===== src/hw/rtl/sbfd_pkg.sv =====
`timescale 1ns / 1ps
// ----------------------------------------------------------------------------
// Frame decoder package
// Shared types, field widths and scaling constants of the frame decoder.
// ----------------------------------------------------------------------------
package sbfd_pkg;

    localparam int FRAME_LEN   = 25;
    localparam int STORE_LEN   = FRAME_LEN - 1;
    localparam int POS_W       = 5;
    localparam int NUM_RAW     = 10;
    localparam int NUM_CHAN    = 6;
    localparam int NUM_SW      = NUM_RAW - NUM_CHAN;
    localparam int CH_W        = 11;
    localparam int SW_W        = 2;
    localparam int IDX_W       = 3;
    localparam int FLAG_BYTE   = 23;
    localparam int LOST_BIT    = 2;
    localparam int FS_BIT      = 3;
    localparam int PACK_BYTES  = 14;

    localparam logic [7:0] HEAD_BYTE = 8'h0F;
    localparam logic [7:0] TAIL_BYTE = 8'h00;
    localparam logic [CH_W-1:0] CENTRE = 11'd1024;

    localparam int P_W         = 21;
    localparam int Q_W         = 10;
    localparam int RECIP_W     = 22;
    localparam int RECIP_SHIFT = 32;
    localparam int SCALE_MUL   = 1320;
    localparam int SCALE_OFS   = 783;
    localparam longint DIV_POS = 1566;
    localparam longint DIV_NEG = 1568;
    localparam longint RECIP_POS_L = ((64'sd1 <<< RECIP_SHIFT) + DIV_POS - 1) / DIV_POS;
    localparam longint RECIP_NEG_L = ((64'sd1 <<< RECIP_SHIFT) + DIV_NEG - 1) / DIV_NEG;
    localparam logic [RECIP_W-1:0] RECIP_POS = RECIP_W'(RECIP_POS_L);
    localparam logic [RECIP_W-1:0] RECIP_NEG = RECIP_W'(RECIP_NEG_L);

    localparam logic [SW_W-1:0] SW_LOW  = 2'b01;
    localparam logic [SW_W-1:0] SW_HIGH = 2'b11;
    localparam logic [SW_W-1:0] SW_MID  = 2'b00;

    localparam int IN_DATA_W  = 8;
    localparam int IN_USER_W  = 1;
    localparam int OUT_DATA_W = 80;
    localparam int OUT_USER_W = 2;

    localparam int QUEUE_DEPTH = 2;

    typedef struct packed {
        logic                              lost;
        logic                              failsafe;
        logic [NUM_RAW-1:0][CH_W-1:0]      raw;
    } t_frame;

    typedef enum logic [1:0] {
        BK_IDLE,
        BK_RUN,
        BK_DONE
    } t_back_state;

endpackage


===== src/hw/rtl/sbfd_queue.sv =====
`timescale 1ns / 1ps
// ----------------------------------------------------------------------------
// Frame decoder queue
// Small first-in first-out buffer between the byte front end and the
// channel back end.
// ----------------------------------------------------------------------------
module sbfd_queue #(
    parameter int DEPTH = 2,
    parameter int WIDTH = 8
) (
    input  logic             i_clk,
    input  logic             i_rst_n,
    input  logic             i_push,
    input  logic [WIDTH-1:0] i_data,
    output logic             o_full,
    input  logic             i_pop,
    output logic [WIDTH-1:0] o_data,
    output logic             o_empty
);

    localparam int PTR_W = (DEPTH > 1) ? $clog2(DEPTH) : 1;
    localparam int CNT_W = $clog2(DEPTH + 1);

    logic [WIDTH-1:0] r_mem [DEPTH];
    logic [PTR_W-1:0] r_wr, n_wr;
    logic [PTR_W-1:0] r_rd, n_rd;
    logic [CNT_W-1:0] r_cnt, n_cnt;

    always_comb begin
        n_wr = r_wr;
        n_rd = r_rd;
        n_cnt = r_cnt;
        if (i_push) begin
            n_wr = (r_wr == PTR_W'(DEPTH - 1)) ? '0 : r_wr + 1'b1;
        end
        if (i_pop) begin
            n_rd = (r_rd == PTR_W'(DEPTH - 1)) ? '0 : r_rd + 1'b1;
        end
        if (i_push && !i_pop) begin
            n_cnt = r_cnt + 1'b1;
        end else if (i_pop && !i_push) begin
            n_cnt = r_cnt - 1'b1;
        end
    end

    always_ff @(posedge i_clk) begin
        if (!i_rst_n) begin
            r_wr  <= '0;
            r_rd  <= '0;
            r_cnt <= '0;
        end else begin
            r_wr  <= n_wr;
            r_rd  <= n_rd;
            r_cnt <= n_cnt;
        end
    end

    always_ff @(posedge i_clk) begin
        if (i_push) begin
            r_mem[r_wr] <= i_data;
        end
    end

    assign o_data  = r_mem[r_rd];
    assign o_full  = (r_cnt == CNT_W'(DEPTH));
    assign o_empty = (r_cnt == '0);

endmodule


===== src/hw/rtl/sbfd_front.sv =====
`timescale 1ns / 1ps
// ----------------------------------------------------------------------------
// Frame decoder front end
// Tracks the byte position, stores frame bytes and, on the last byte of a
// frame with a good head and tail, pushes the raw channels and flags.
// ----------------------------------------------------------------------------
module sbfd_front (
    input  logic                         i_clk,
    input  logic                         i_rst_n,
    input  logic                         i_s_tvalid,
    output logic                         o_s_tready,
    input  logic [sbfd_pkg::IN_DATA_W-1:0] i_s_tdata,
    input  logic [sbfd_pkg::IN_USER_W-1:0] i_s_tuser,
    input  logic                         i_q_full,
    output logic                         o_q_push,
    output sbfd_pkg::t_frame             o_q_data
);

    import sbfd_pkg::*;

    logic [POS_W-1:0]               r_pos, n_pos;
    logic [7:0]                     r_frame [STORE_LEN];
    logic [POS_W-1:0]               w_pos_eff;
    logic                           w_accept;
    logic [PACK_BYTES*8-1:0]        w_packed;

    assign o_s_tready = !i_q_full;
    assign w_accept   = i_s_tvalid && o_s_tready;
    assign w_pos_eff  = i_s_tuser[0] ? '0 : r_pos;

    always_comb begin
        n_pos    = r_pos;
        o_q_push = 1'b0;
        if (w_accept && (w_pos_eff < POS_W'(FRAME_LEN))) begin
            n_pos = w_pos_eff + 1'b1;
            if (w_pos_eff == POS_W'(FRAME_LEN - 1)) begin
                o_q_push = (r_frame[0] == HEAD_BYTE) && (i_s_tdata == TAIL_BYTE);
            end
        end
    end

    always_ff @(posedge i_clk) begin
        if (!i_rst_n) begin
            r_pos <= POS_W'(FRAME_LEN);
        end else begin
            r_pos <= n_pos;
        end
    end

    always_ff @(posedge i_clk) begin
        if (w_accept && (w_pos_eff < POS_W'(STORE_LEN))) begin
            r_frame[w_pos_eff] <= i_s_tdata;
        end
    end

    always_comb begin
        for (int i = 0; i < PACK_BYTES; i++) begin
            w_packed[i*8 +: 8] = r_frame[i + 1];
        end
        for (int k = 0; k < NUM_RAW; k++) begin
            o_q_data.raw[k] = w_packed[k*CH_W +: CH_W];
        end
        o_q_data.lost     = r_frame[FLAG_BYTE][LOST_BIT];
        o_q_data.failsafe = r_frame[FLAG_BYTE][FS_BIT];
    end

endmodule


===== src/hw/rtl/sbfd_back.sv =====
`timescale 1ns / 1ps
// ----------------------------------------------------------------------------
// Frame decoder back end
// Scales the six proportional channels one per cycle through a three-stage
// reciprocal multiply, derives the switches and holds the result beat.
// ----------------------------------------------------------------------------
module sbfd_back (
    input  logic                          i_clk,
    input  logic                          i_rst_n,
    input  logic                          i_map_enable,
    input  logic                          i_q_empty,
    input  sbfd_pkg::t_frame              i_q_data,
    output logic                          o_q_pop,
    output logic                          o_m_tvalid,
    input  logic                          i_m_tready,
    output logic [sbfd_pkg::OUT_DATA_W-1:0] o_m_tdata,
    output logic [sbfd_pkg::OUT_USER_W-1:0] o_m_tuser
);

    import sbfd_pkg::*;

    t_back_state                r_state, n_state;
    t_frame                     r_cur;
    logic [IDX_W-1:0]           r_idx;
    logic                       w_feed;
    logic                       w_out_free;
    logic                       w_load;

    logic [CH_W-1:0]            w_raw;
    logic                       w_neg;
    logic [CH_W-1:0]            w_mag;

    logic                       r_s1_valid;
    logic [IDX_W-1:0]           r_s1_idx;
    logic                       r_s1_neg;
    logic [CH_W-1:0]            r_s1_cent;
    logic [P_W-1:0]             r_s1_p;

    logic [P_W+RECIP_W-1:0]     w_prod;
    logic                       r_s2_valid;
    logic [IDX_W-1:0]           r_s2_idx;
    logic                       r_s2_neg;
    logic [CH_W-1:0]            r_s2_cent;
    logic [Q_W-1:0]             r_s2_q;

    logic [CH_W-1:0]            w_scaled;
    logic [CH_W-1:0]            w_final;
    logic [CH_W-1:0]            r_chan [NUM_CHAN];

    logic                       r_out_valid;
    logic [OUT_DATA_W-1:0]      r_out_data;
    logic [OUT_USER_W-1:0]      r_out_user;
    logic [OUT_DATA_W-1:0]      w_pack;

    assign w_feed     = (r_state == BK_RUN) && (r_idx < IDX_W'(NUM_CHAN));
    assign w_out_free = !r_out_valid || i_m_tready;
    assign w_load     = (r_state == BK_DONE) && w_out_free;
    assign o_q_pop    = (r_state == BK_IDLE) && !i_q_empty;

    always_comb begin
        n_state = r_state;
        unique case (r_state)
            BK_IDLE: begin
                if (!i_q_empty) begin
                    n_state = BK_RUN;
                end
            end
            BK_RUN: begin
                if (r_s2_valid && (r_s2_idx == IDX_W'(NUM_CHAN - 1))) begin
                    n_state = BK_DONE;
                end
            end
            BK_DONE: begin
                if (w_out_free) begin
                    n_state = BK_IDLE;
                end
            end
            default: n_state = BK_IDLE;
        endcase
    end

    always_ff @(posedge i_clk) begin
        if (!i_rst_n) begin
            r_state     <= BK_IDLE;
            r_idx       <= '0;
            r_s1_valid  <= 1'b0;
            r_s2_valid  <= 1'b0;
            r_out_valid <= 1'b0;
        end else begin
            r_state    <= n_state;
            r_s1_valid <= w_feed;
            r_s2_valid <= r_s1_valid;
            if (o_q_pop) begin
                r_idx <= '0;
            end else if (w_feed) begin
                r_idx <= r_idx + 1'b1;
            end
            if (w_load) begin
                r_out_valid <= 1'b1;
            end else if (i_m_tready) begin
                r_out_valid <= 1'b0;
            end
        end
    end

    assign w_raw = r_cur.raw[{1'b0, r_idx}];
    assign w_neg = (w_raw < CENTRE);
    assign w_mag = w_neg ? (CENTRE - w_raw) : (w_raw - CENTRE);

    assign w_prod = {{RECIP_W{1'b0}}, r_s1_p}
                  * {{P_W{1'b0}}, (r_s1_neg ? RECIP_NEG : RECIP_POS)};

    assign w_scaled = r_s2_neg ? (CH_W'(0) - {1'b0, r_s2_q}) : {1'b0, r_s2_q};

    always_comb begin
        w_final = i_map_enable ? w_scaled : r_s2_cent;
        if (r_cur.failsafe) begin
            w_final = '0;
        end
    end

    always_ff @(posedge i_clk) begin
        if (o_q_pop) begin
            r_cur <= i_q_data;
        end
        r_s1_idx  <= r_idx;
        r_s1_neg  <= w_neg;
        r_s1_cent <= {~w_raw[CH_W-1], w_raw[CH_W-2:0]};
        r_s1_p    <= P_W'(w_mag) * P_W'(SCALE_MUL) + P_W'(SCALE_OFS);
        r_s2_idx  <= r_s1_idx;
        r_s2_neg  <= r_s1_neg;
        r_s2_cent <= r_s1_cent;
        r_s2_q    <= w_prod[RECIP_SHIFT +: Q_W];
        if (r_s2_valid) begin
            r_chan[r_s2_idx] <= w_final;
        end
    end

    always_comb begin
        w_pack = '0;
        for (int k = 0; k < NUM_CHAN; k++) begin
            w_pack[k*CH_W +: CH_W] = r_chan[k];
        end
        for (int j = 0; j < NUM_SW; j++) begin
            if (r_cur.raw[NUM_CHAN + j] < CENTRE) begin
                w_pack[NUM_CHAN*CH_W + j*SW_W +: SW_W] = SW_LOW;
            end else if (r_cur.raw[NUM_CHAN + j] > CENTRE) begin
                w_pack[NUM_CHAN*CH_W + j*SW_W +: SW_W] = SW_HIGH;
            end else begin
                w_pack[NUM_CHAN*CH_W + j*SW_W +: SW_W] = SW_MID;
            end
        end
    end

    always_ff @(posedge i_clk) begin
        if (w_load) begin
            r_out_data <= w_pack;
            r_out_user <= {r_cur.failsafe, r_cur.lost};
        end
    end

    assign o_m_tvalid = r_out_valid;
    assign o_m_tdata  = r_out_data;
    assign o_m_tuser  = r_out_user;

endmodule


===== src/hw/rtl/sbus_frame_decoder.sv =====
`timescale 1ns / 1ps
// ----------------------------------------------------------------------------
// Radio control frame decoder
// Decodes 25-byte serial radio frames into six scaled channels, four
// three-way switches and the lost-frame and failsafe flags.
// ----------------------------------------------------------------------------
// Usage:
// Frame bytes enter on the slave stream, one byte per beat; tuser bit 0 marks
// byte 0 of a frame and restarts the byte count. Bytes outside a frame are
// dropped. Every beat is accepted in the cycle it is offered while the frame queue has room.
// After the 25th byte, a frame with head 0x0F and tail 0x00 yields one beat on
// the master stream; any other frame yields none. The six channels pass one
// per cycle through a three-stage scaling pipeline that the back end shares.
// The back end decodes one frame at a time, faster than its bytes arrive,
// and takes the next once the last result beat is loaded. The configuration
// channel sets map_enable (1 scales the channels to about +-862, 0 passes
// centred raw values); write it only while the block is idle. Reset sets
// map_enable to 1, empties the queue and waits for a start byte. When the
// receiver stalls, the result beat is held, the back end keeps one more
// frame, up to QUEUE_DEPTH wait in the queue, then the slave side stalls.
// ----------------------------------------------------------------------------
module sbus_frame_decoder #(
    parameter int QUEUE_DEPTH = sbfd_pkg::QUEUE_DEPTH
) (
    input  logic                            i_clk,
    input  logic                            i_rst_n,
    input  logic                            i_s_tvalid,
    output logic                            o_s_tready,
    // rx_byte
    input  logic [sbfd_pkg::IN_DATA_W-1:0]  i_s_tdata,
    // frame_start
    input  logic [sbfd_pkg::IN_USER_W-1:0]  i_s_tuser,
    output logic                            o_m_tvalid,
    input  logic                            i_m_tready,
    // chan_a, chan_b, chan_c, chan_d, chan_e, chan_f, switch_a, switch_b,
    // switch_c, switch_d, zero fill
    output logic [sbfd_pkg::OUT_DATA_W-1:0] o_m_tdata,
    // link_lost, failsafe_on
    output logic [sbfd_pkg::OUT_USER_W-1:0] o_m_tuser,
    input  logic                            i_cfg_valid,
    output logic                            o_cfg_ready,
    input  logic                            i_cfg_data
);

    import sbfd_pkg::*;

    logic   r_map_enable;
    logic   w_q_full;
    logic   w_q_empty;
    logic   w_q_push;
    logic   w_q_pop;
    t_frame w_q_in;
    t_frame w_q_out;

    assign o_cfg_ready = 1'b1;

    always_ff @(posedge i_clk) begin
        if (!i_rst_n) begin
            r_map_enable <= 1'b1;
        end else if (i_cfg_valid && o_cfg_ready) begin
            r_map_enable <= i_cfg_data;
        end
    end

    sbfd_front u_front (
        .i_clk      (i_clk),
        .i_rst_n    (i_rst_n),
        .i_s_tvalid (i_s_tvalid),
        .o_s_tready (o_s_tready),
        .i_s_tdata  (i_s_tdata),
        .i_s_tuser  (i_s_tuser),
        .i_q_full   (w_q_full),
        .o_q_push   (w_q_push),
        .o_q_data   (w_q_in)
    );

    sbfd_queue #(
        .DEPTH (QUEUE_DEPTH),
        .WIDTH ($bits(t_frame))
    ) u_queue (
        .i_clk   (i_clk),
        .i_rst_n (i_rst_n),
        .i_push  (w_q_push),
        .i_data  (w_q_in),
        .o_full  (w_q_full),
        .i_pop   (w_q_pop),
        .o_data  (w_q_out),
        .o_empty (w_q_empty)
    );

    sbfd_back u_back (
        .i_clk        (i_clk),
        .i_rst_n      (i_rst_n),
        .i_map_enable (r_map_enable),
        .i_q_empty    (w_q_empty),
        .i_q_data     (w_q_out),
        .o_q_pop      (w_q_pop),
        .o_m_tvalid   (o_m_tvalid),
        .i_m_tready   (i_m_tready),
        .o_m_tdata    (o_m_tdata),
        .o_m_tuser    (o_m_tuser)
    );

endmodule


===== config.mk =====
export PLATFORM = sky130hd
export DESIGN_NAME = sbus_frame_decoder
export DESIGN_NICKNAME = d
export VERILOG_FILES = /design/src/hw/rtl/sbfd_pkg.sv /design/src/hw/rtl/sbfd_queue.sv /design/src/hw/rtl/sbfd_front.sv /design/src/hw/rtl/sbfd_back.sv /design/src/hw/rtl/sbus_frame_decoder.sv
export SDC_FILE = /design/constraint.sdc
export NUM_CORES = 1
export LEC_CHECK = 0
export BUFFER_PORTS_ARGS = -buffer_cell sky130_fd_sc_hd__buf_2
export CELL_PAD_IN_SITES_DETAIL_PLACEMENT = 1
export CELL_PAD_IN_SITES_GLOBAL_PLACEMENT = 1
export CORE_AREA = 2 2 263 265
export DETAILED_ROUTE_END_ITERATION = 6
export DIE_AREA = 0 0 265 267
export PLACE_DENSITY = 0.82
export SLEW_MARGIN = 20
export SYNTH_ARGS = -nofsm -noshare
export SYNTH_HDL_FRONTEND = slang
export SYNTH_SLANG_ARGS = --single-unit
export TNS_END_PERCENT = 50

===== constraint.sdc =====
create_clock -name i_clk -period 11 [get_ports i_clk]
set_input_delay 2.2 -clock i_clk [delete_from_list [all_inputs] [get_ports i_clk]]
set_output_delay 2.2 -clock i_clk [all_outputs]
set_load 0.02 [all_outputs]

==> results of run 1 <==
==> metrics by stage <==
step / worst slack, ns / hold WS (ns) / util [%] / area [µm²]
after detailed placement: 2.82 / 0.313 / 51.6 / 35100
after floorplan: 2.11 / 0.310 / - / 33700
final: 3.24 / 0.310 / 54.7 / 37200
after CTS: 2.78 / 0.303 / 54.6 / 37100
after global placement: 3.24 / 0.315 / 51.6 / 35100
after global routing: 2.73 / 0.308 / 54.7 / 37200
==> kinds of logic after synthesis <==
kind of cell,count (synthesis),synth area share [%]
other cells,2,0.0223
buf+inv,381,4.43
simple gates,273,4.14
mux,150,5.86
flops,672,57.8
compound gates,136,2.68
fa+ha+maj,492,23.0
xor+xnor,79,2.10
==> worst reg2reg max path, cell delays in order (launching register included) <==
cell       delay, ns
dfxtp_2         1.02
mux4_1          0.78
mux2_2          0.38
inv_1           0.08
ha_1            0.19
nand2_1         0.09
or4_4           0.47
o31ai_1         0.32
xnor2_1         0.29
inv_1           0.19
fa_1            0.57
inv_1           0.05
fa_1            0.45
ha_1            0.30
ha_1            0.28
nor3_1          0.21
o21ai_0         0.17
and3_1          0.19
a2111oi_0       0.69
a21oi_1         0.18
xor2_1          0.25
and4_1          0.22
xnor3_1         0.20
==> cell usage in the layout, fill, tap and decap left out, types with 6 or more instances in the layout <==
cell type and instances:
and2_1 13, nor2_2 8, clkinv_1 12, xor2_1 22, fa_1 209, buf_2 92
mux2i_1 10, nor4b_1 6, mux4_2 17, inv_1 329, or2_2 10, o21ai_0 27
clkinv_2 11, a211oi_1 14, clkbuf_1 9, nand3_1 23, and3_1 10, nor2_1 68
a21oi_1 29, a21o_1 15, ha_1 283, nor3_1 24, nor4_1 7, a31oi_1 7
edfxtp_1 598, bufinv_16 8, nor2b_1 13, buf_4 10, conb_1 13, xnor2_1 56
clkbuf_16 61, nand2_1 57, dfxtp_1 72, nand2b_1 6, mux2_2 115
==> area by class of cell <==
class	instances	area share, %
multi-input combinational	1143	34.4
antenna	2	0.0135
sequential	672	52.3
tap	882	2.97
inverter	332	3.36
timing repair buffer	103	1.47
clock inverter	40	1.29
clock buffer	70	4.20
==> worst max path at each step <==
stage | from | slack, ns | to
2_1_floorplan | i_s_tuser | 2.11 | u_queue.r_mem[0][0]
3_3_place_gp | u_back.r_s1_cent[10] | 3.24 | u_back.r_s2_q[5]
3_5_place_dp | u_back.r_s1_cent[10] | 2.82 | u_back.r_s2_q[5]
4_1_cts | u_back.r_s1_cent[10] | 2.78 | u_back.r_s2_q[6]
5_1_grt | u_back.r_idx[0] | 2.73 | u_back.r_s1_p[20]
6_report | u_back.r_idx[0] | 3.24 | u_back.r_s1_p[20]
==> state kept, by name, indices dropped and copies added (netlist names), 2 cells and up <==
signal            count
u_back.r_s1_p        18
u_back.r_cur        112
u_back.r_chan        66
u_queue.r_mem       224
u_front.r_frame     120
o_m_tdata            66
u_back.o_m_tuser      2
u_back.r_s2_cent     11
u_front.r_pos         5
u_back.r_s2_q        10
u_back.r_s1_cent     11
u_back.o_m_tdata      8
u_back.r_idx          3
u_back.r_s1_idx       3
u_back.r_state        2
u_back.r_s2_idx       3
u_queue.r_cnt         2
==> Yosys cell counts, types with 6 or more instances <==
master      n
xnor2_1    56
xor2_1     22
nand2b_1    6
nor2b_1    15
clkbuf_1   29
mux4_2     17
buf_4       7
or2_2      10
mux2_2    115
ha_1      283
a21oi_1    29
a211oi_1   14
nor4_1      7
nor2_1     75
a21o_1     15
inv_1     331
nor4b_1     6
fa_1      209
mux2i_1    10
and3_1     10
buf_1       9
and2_1     14
edfxtp_1  598
nand2_1    57
a31oi_1     7
nor3_1     25
o21ai_0    27
dfxtp_1    74
nand3_1    23
==> metal layers <==
| layer | track usage, % | vias up | wire, µm |
|---|---|---|---|
| met3 | 3.28 | 147 | 3430 |
| met1 | 27.5 | 9235 | 30900 |
| met2 | 40.2 | 434 | 40200 |
| met5 | 0 | - | 0 |
| li1 | - | 7932 | - |
| met4 | 7.04 | 0 | 2230 |
==> impl_metrics.json, run 1 <==
{
  "seqCellArea_um2": 19400,
  "multiInputGateArea_um2": 12800,
  "htreeDepth": 2,
  "start_kind": "register",
  "boundaryPins": 100,
  "synthTopCellsByArea": "edfxtp_1 53%, fa_1 12%, ha_1 11%",
  "synth-seq-cells": 672,
  "hp-class": "reg2reg",
  "crit_buf_inv": 3,
  "cts_made_buffers": 61,
  "synthCells": 2185,
  "core_um2": 68000,
  "die-height_um": 267,
  "tightestPinTransition_ns": 1.15,
  "vias": 17700,
  "instances_no_fill": 3244,
  "period_needed_ns": 7.76,
  "postRouteAntennaNets": 0,
  "crit_family": "adder cells",
  "r2r_slack_ns": 3.24,
  "ys_seq_area_share_pct": 57.8,
  "path_max_fanout": 25,
  "synth-edff-count": 598,
  "regToRegEndpoint": "u_back.r_s1_p[20]",
  "grt_pass1_wl_um": 118000,
  "clk_latency_ns": 0.67,
  "clockBufferDepth": 3,
  "firstDrtPassIters": 5,
  "antenna_found_initial": 3,
  "grt_pass1_vias": 20100,
  "placed_cells": 3132,
  "max_cap_violations": 0,
  "fin_nets": 2820,
  "skew_ns": 0.0715,
  "crit_required_ns": 11.48,
  "finalCritPeriodShare_pct": 70.5,
  "whs_path_depth": 0,
  "nFillCells": 6449,
  "finalSetupViolCount": 0,
  "reg2reg_from": "u_back.r_idx[0]",
  "path_cells": "mux4_1 > mux2_2 > inv_1 > ha_1 > nand2_1 > or4_4 > o31ai_1 > xnor2_1 > inv_1 > fa_1 > inv_1 > fa_1 > ha_1 > ha_1 > nor3_1 > o21ai_0 > and3_1 > a2111oi_0 > a21oi_1 > xor2_1 > and4_1 > xnor3_1",
  "outcome": "finished, final reports clean",
  "clock_sinks": 672,
  "ys.flop_type": "edfxtp_1",
  "cp.arrival_ns": 8.24,
  "synth_area_per_cell_um2": 15.4,
  "die_w_um": 265,
  "rows": 96,
  "post_drt_wl_per_cell_um": 23.7,
  "gr-total-overflow": 0,
  "cts-root-buf": "clkbuf_16",
  "synth.cell_area_um2": 33600,
  "cts_resized": 0,
  "synthToLayoutAreaGrowth_pct": 10.6,
  "hold_end": "u_back.r_s2_cent[9]",
  "clk_pin_slew_ns": 0.06,
  "synth_top_area_share_pct": 53.4,
  "hpwl_um": 55300,
  "tritoncts": "yes",
  "slowest_delay_ns": 1.02,
  "synth_top_area_cell": "edfxtp_1",
  "final.setup.tns_ns": 0,
  "gp_congestion": 0.897,
  "grt_max_degree": 81,
  "end_kind": "register",
  "path_class": "reg2reg",
  "rsz0062_at_grt": "no",
  "remaining_drc_errors": 0,
  "synth_cell_types": 75,
  "async_flop_share_pct": 0,
  "start_util_pct": 49.5,
  "min_from": "u_back.r_s1_cent[9]",
  "slew_viol_final": 0,
  "yosysWarningCount": 0,
  "dieArea_um2": 70800,
  "dr.first_iter.drc_count": 1281,
  "drive_gt1_share_pct": 15.5,
  "drt_wl_total_um": 76700,
  "port_buffers": 92,
  "cp_slowest_cell": "dfxtp_2",
  "cts_hold_buffers": 0,
  "routed_via_density": 5.47,
  "slew_headroom_pct": 23.3,
  "hold_viol_final": 0,
  "reg2reg_depth": 22,
  "timing.fmax_mhz": 129,
  "grt.total_usage_pct": 22.2,
  "crit_cells": 22,
  "post_cts_buffers": 0
}
Power of run 1 is left out: the tool's default activity adds up to more than one toggle a clock period on the data nets, which glitch-free logic cannot reach.
==> inputs of run 2 (changes only) <==
--- a/config.mk
+++ b/config.mk
@@ -8,9 +8,9 @@
 export BUFFER_PORTS_ARGS = -buffer_cell sky130_fd_sc_hd__buf_2
 export CELL_PAD_IN_SITES_DETAIL_PLACEMENT = 1
 export CELL_PAD_IN_SITES_GLOBAL_PLACEMENT = 1
-export CORE_AREA = 2 2 263 265
+export CORE_AREA = 2 2 268 270
 export DETAILED_ROUTE_END_ITERATION = 6
-export DIE_AREA = 0 0 265 267
+export DIE_AREA = 0 0 270 272
 export PLACE_DENSITY = 0.82
 export SLEW_MARGIN = 20
 export SYNTH_ARGS = -nofsm -noshare
==> constraint.sdc (replaced) <==
create_clock -name i_clk -period 6.85 [get_ports i_clk]
set_input_delay 1.37 -clock i_clk [delete_from_list [all_inputs] [get_ports i_clk]]
set_output_delay 1.37 -clock i_clk [all_outputs]
set_load 0.02 [all_outputs]
==> impl_metrics.json, run 2 (synthesized netlist as in run 1, its figures left out) <==
{
  "placed_cells": 3255,
  "reg.largest.list": "u_queue.r_mem (224), u_front.r_frame (120), u_back.r_cur (112)",
  "cts_hold_buffers": 0,
  "grtUsageMet3_pct": 2.94,
  "clk_latency_ns": 0.62,
  "layout_common_cells": "598 x edfxtp_1, 329 x inv_1, 283 x ha_1",
  "slew_viol_final": 0,
  "slew_headroom_pct": 17.1,
  "hpwl_um": 57700,
  "clock_sinks": 672,
  "boundaryPins": 100,
  "postRouteAntennaNets": 0,
  "gp_congestion": 0.881,
  "remaining_drc_errors": 0,
  "outcome": "finished, final reports clean",
  "core_um2": 70800,
  "finalSetupViolCount": 0,
  "synthToLayoutAreaGrowth_pct": 13.1,
  "met2_usage_pct": 41.8,
  "path_max_fanout": 10,
  "die-height_um": 272,
  "whs_ns": 0.327,
  "cp.arrival_ns": 7.07,
  "clk_pin_slew_ns": 0.07,
  "grt_max_degree": 77,
  "start_util_pct": 47.5,
  "rows": 98,
  "tightestPinTransition_ns": 1.23,
  "timing.fmax_mhz": 152,
  "skew_ns": 0.0213,
  "htreeDepth": 3,
  "final_common_cell": "edfxtp_1",
  "drt_wl_total_um": 80700,
  "dieArea_um2": 73400,
  "crit_required_ns": 7.35,
  "clockBufferDepth": 3,
  "instances_no_fill": 3378,
  "gr-usage-met1_pct": 26.7,
  "design_area_um2": 38000,
  "start_kind": "register",
  "firstDrtPassIters": 5,
  "diodes": 0,
  "grt_pass1_vias": 21000,
  "hold_viol_final": 0,
  "finalCritPeriodShare_pct": 95.8,
  "antenna_found_initial": 0,
  "post_drt_wl_per_cell_um": 23.9,
  "tritoncts": "yes",
  "drive_gt1_share_pct": 18.2,
  "placedInstanceArea_um2": 35700,
  "period_needed_ns": 6.56,
  "largest_reg_flops": 224,
  "grt_busiest_layer": "met2",
  "vias": 18000,
  "max_cap_violations": 0,
  "grt.total_usage_pct": 22.5,
  "die_w_um": 270,
  "gr-total-overflow": 0,
  "largest_register": "u_queue.r_mem",
  "routed_via_density": 5.34,
  "fin_nets": 2882,
  "end_kind": "register",
  "cts-root-buf": "clkbuf_16",
  "dr.first_iter.drc_count": 1140,
  "final.setup.tns_ns": 0,
  "cts_made_buffers": 67,
  "port_buffers": 92,
  "hp-class": "reg2reg",
  "grt_pass1_wl_um": 125000,
  "path_class": "reg2reg"
}
==> run 2: changes by cell type in the layout (fill, tap and decap cells not counted), sizes merged <==
cell / previous run / this run
clkinvlp: 2 / 5
bufinv: 8 / 6
inv: 335 / 337
diode: 2 / 0
clkinv: 27 / 16
buf: 103 / 159
clkbuf: 70 / 90
==> run 2: path summary, 6_finish.rpt <==
kind	from	to	slack [ns]	depth (start not counted)
min	u_back.r_s1_cent[8]	u_back.r_s2_cent[8]	0.33	0
max reg2reg	u_back.r_s1_cent[10]	u_back.r_s2_q[9]	0.29	22
min reg2reg	u_back.r_s1_cent[8]	u_back.r_s2_cent[8]	0.33	0
max	u_back.r_s1_cent[10]	u_back.r_s2_q[9]	0.29	22
==> run 2: worst max-delay path: stages, from the launching register on <==
cell      delay, ns
dfxtp_4        0.42
buf_4          0.18
nand2_1        0.12
fa_1           0.52
inv_1          0.06
fa_1           0.51
inv_1          0.06
fa_1           0.51
inv_1          0.06
fa_1           0.45
ha_1           0.33
fa_1           0.53
inv_1          0.05
fa_1           0.49
inv_1          0.04
ha_1           0.19
or4_1          0.53
a21oi_2        0.19
or3_1          0.17
a31oi_1        0.13
or3b_4         0.45
and3_1         0.21
a211oi_1       0.24
==> run 2: through the flow <==
step           utilization (%)  setup WS [ns]
2_1_floorplan                -        0.00672
3_5_place_dp              50.4         -0.380
5_1_grt                   53.7        -0.0184
3_3_place_gp              50.4         0.0477
4_1_cts                   53.6         0.0248
6_report                  53.7          0.286
==> run 2: timing repair <==
item,4_1_cts,5_1_grt
setup endpoints to repair,8,9
resized for setup,8,23
setup buffers,0,0
==> run 2: layer usage <==
metal,wire (µm),up-vias,share of wire [%]
met2,43200,440,53
met1,32000,9396,40
met5,0,-,0
li1,-,8049,-
met3,2840,163,3.5
met4,2730,0,3.4
==> run 2: layout make-up <==
type                            instances  area (µm²)
Multi-Input combinational cell       1143       12900
Inverter                              332        1250
Tap cell                              950        1190
Clock inverter                         32         360
Timing Repair Buffer                  159        1040
Sequential cell                       672       19500
Clock buffer                           90        1860
Fill cell                            6820       32700
Power of run 2 is left out for the same reason.
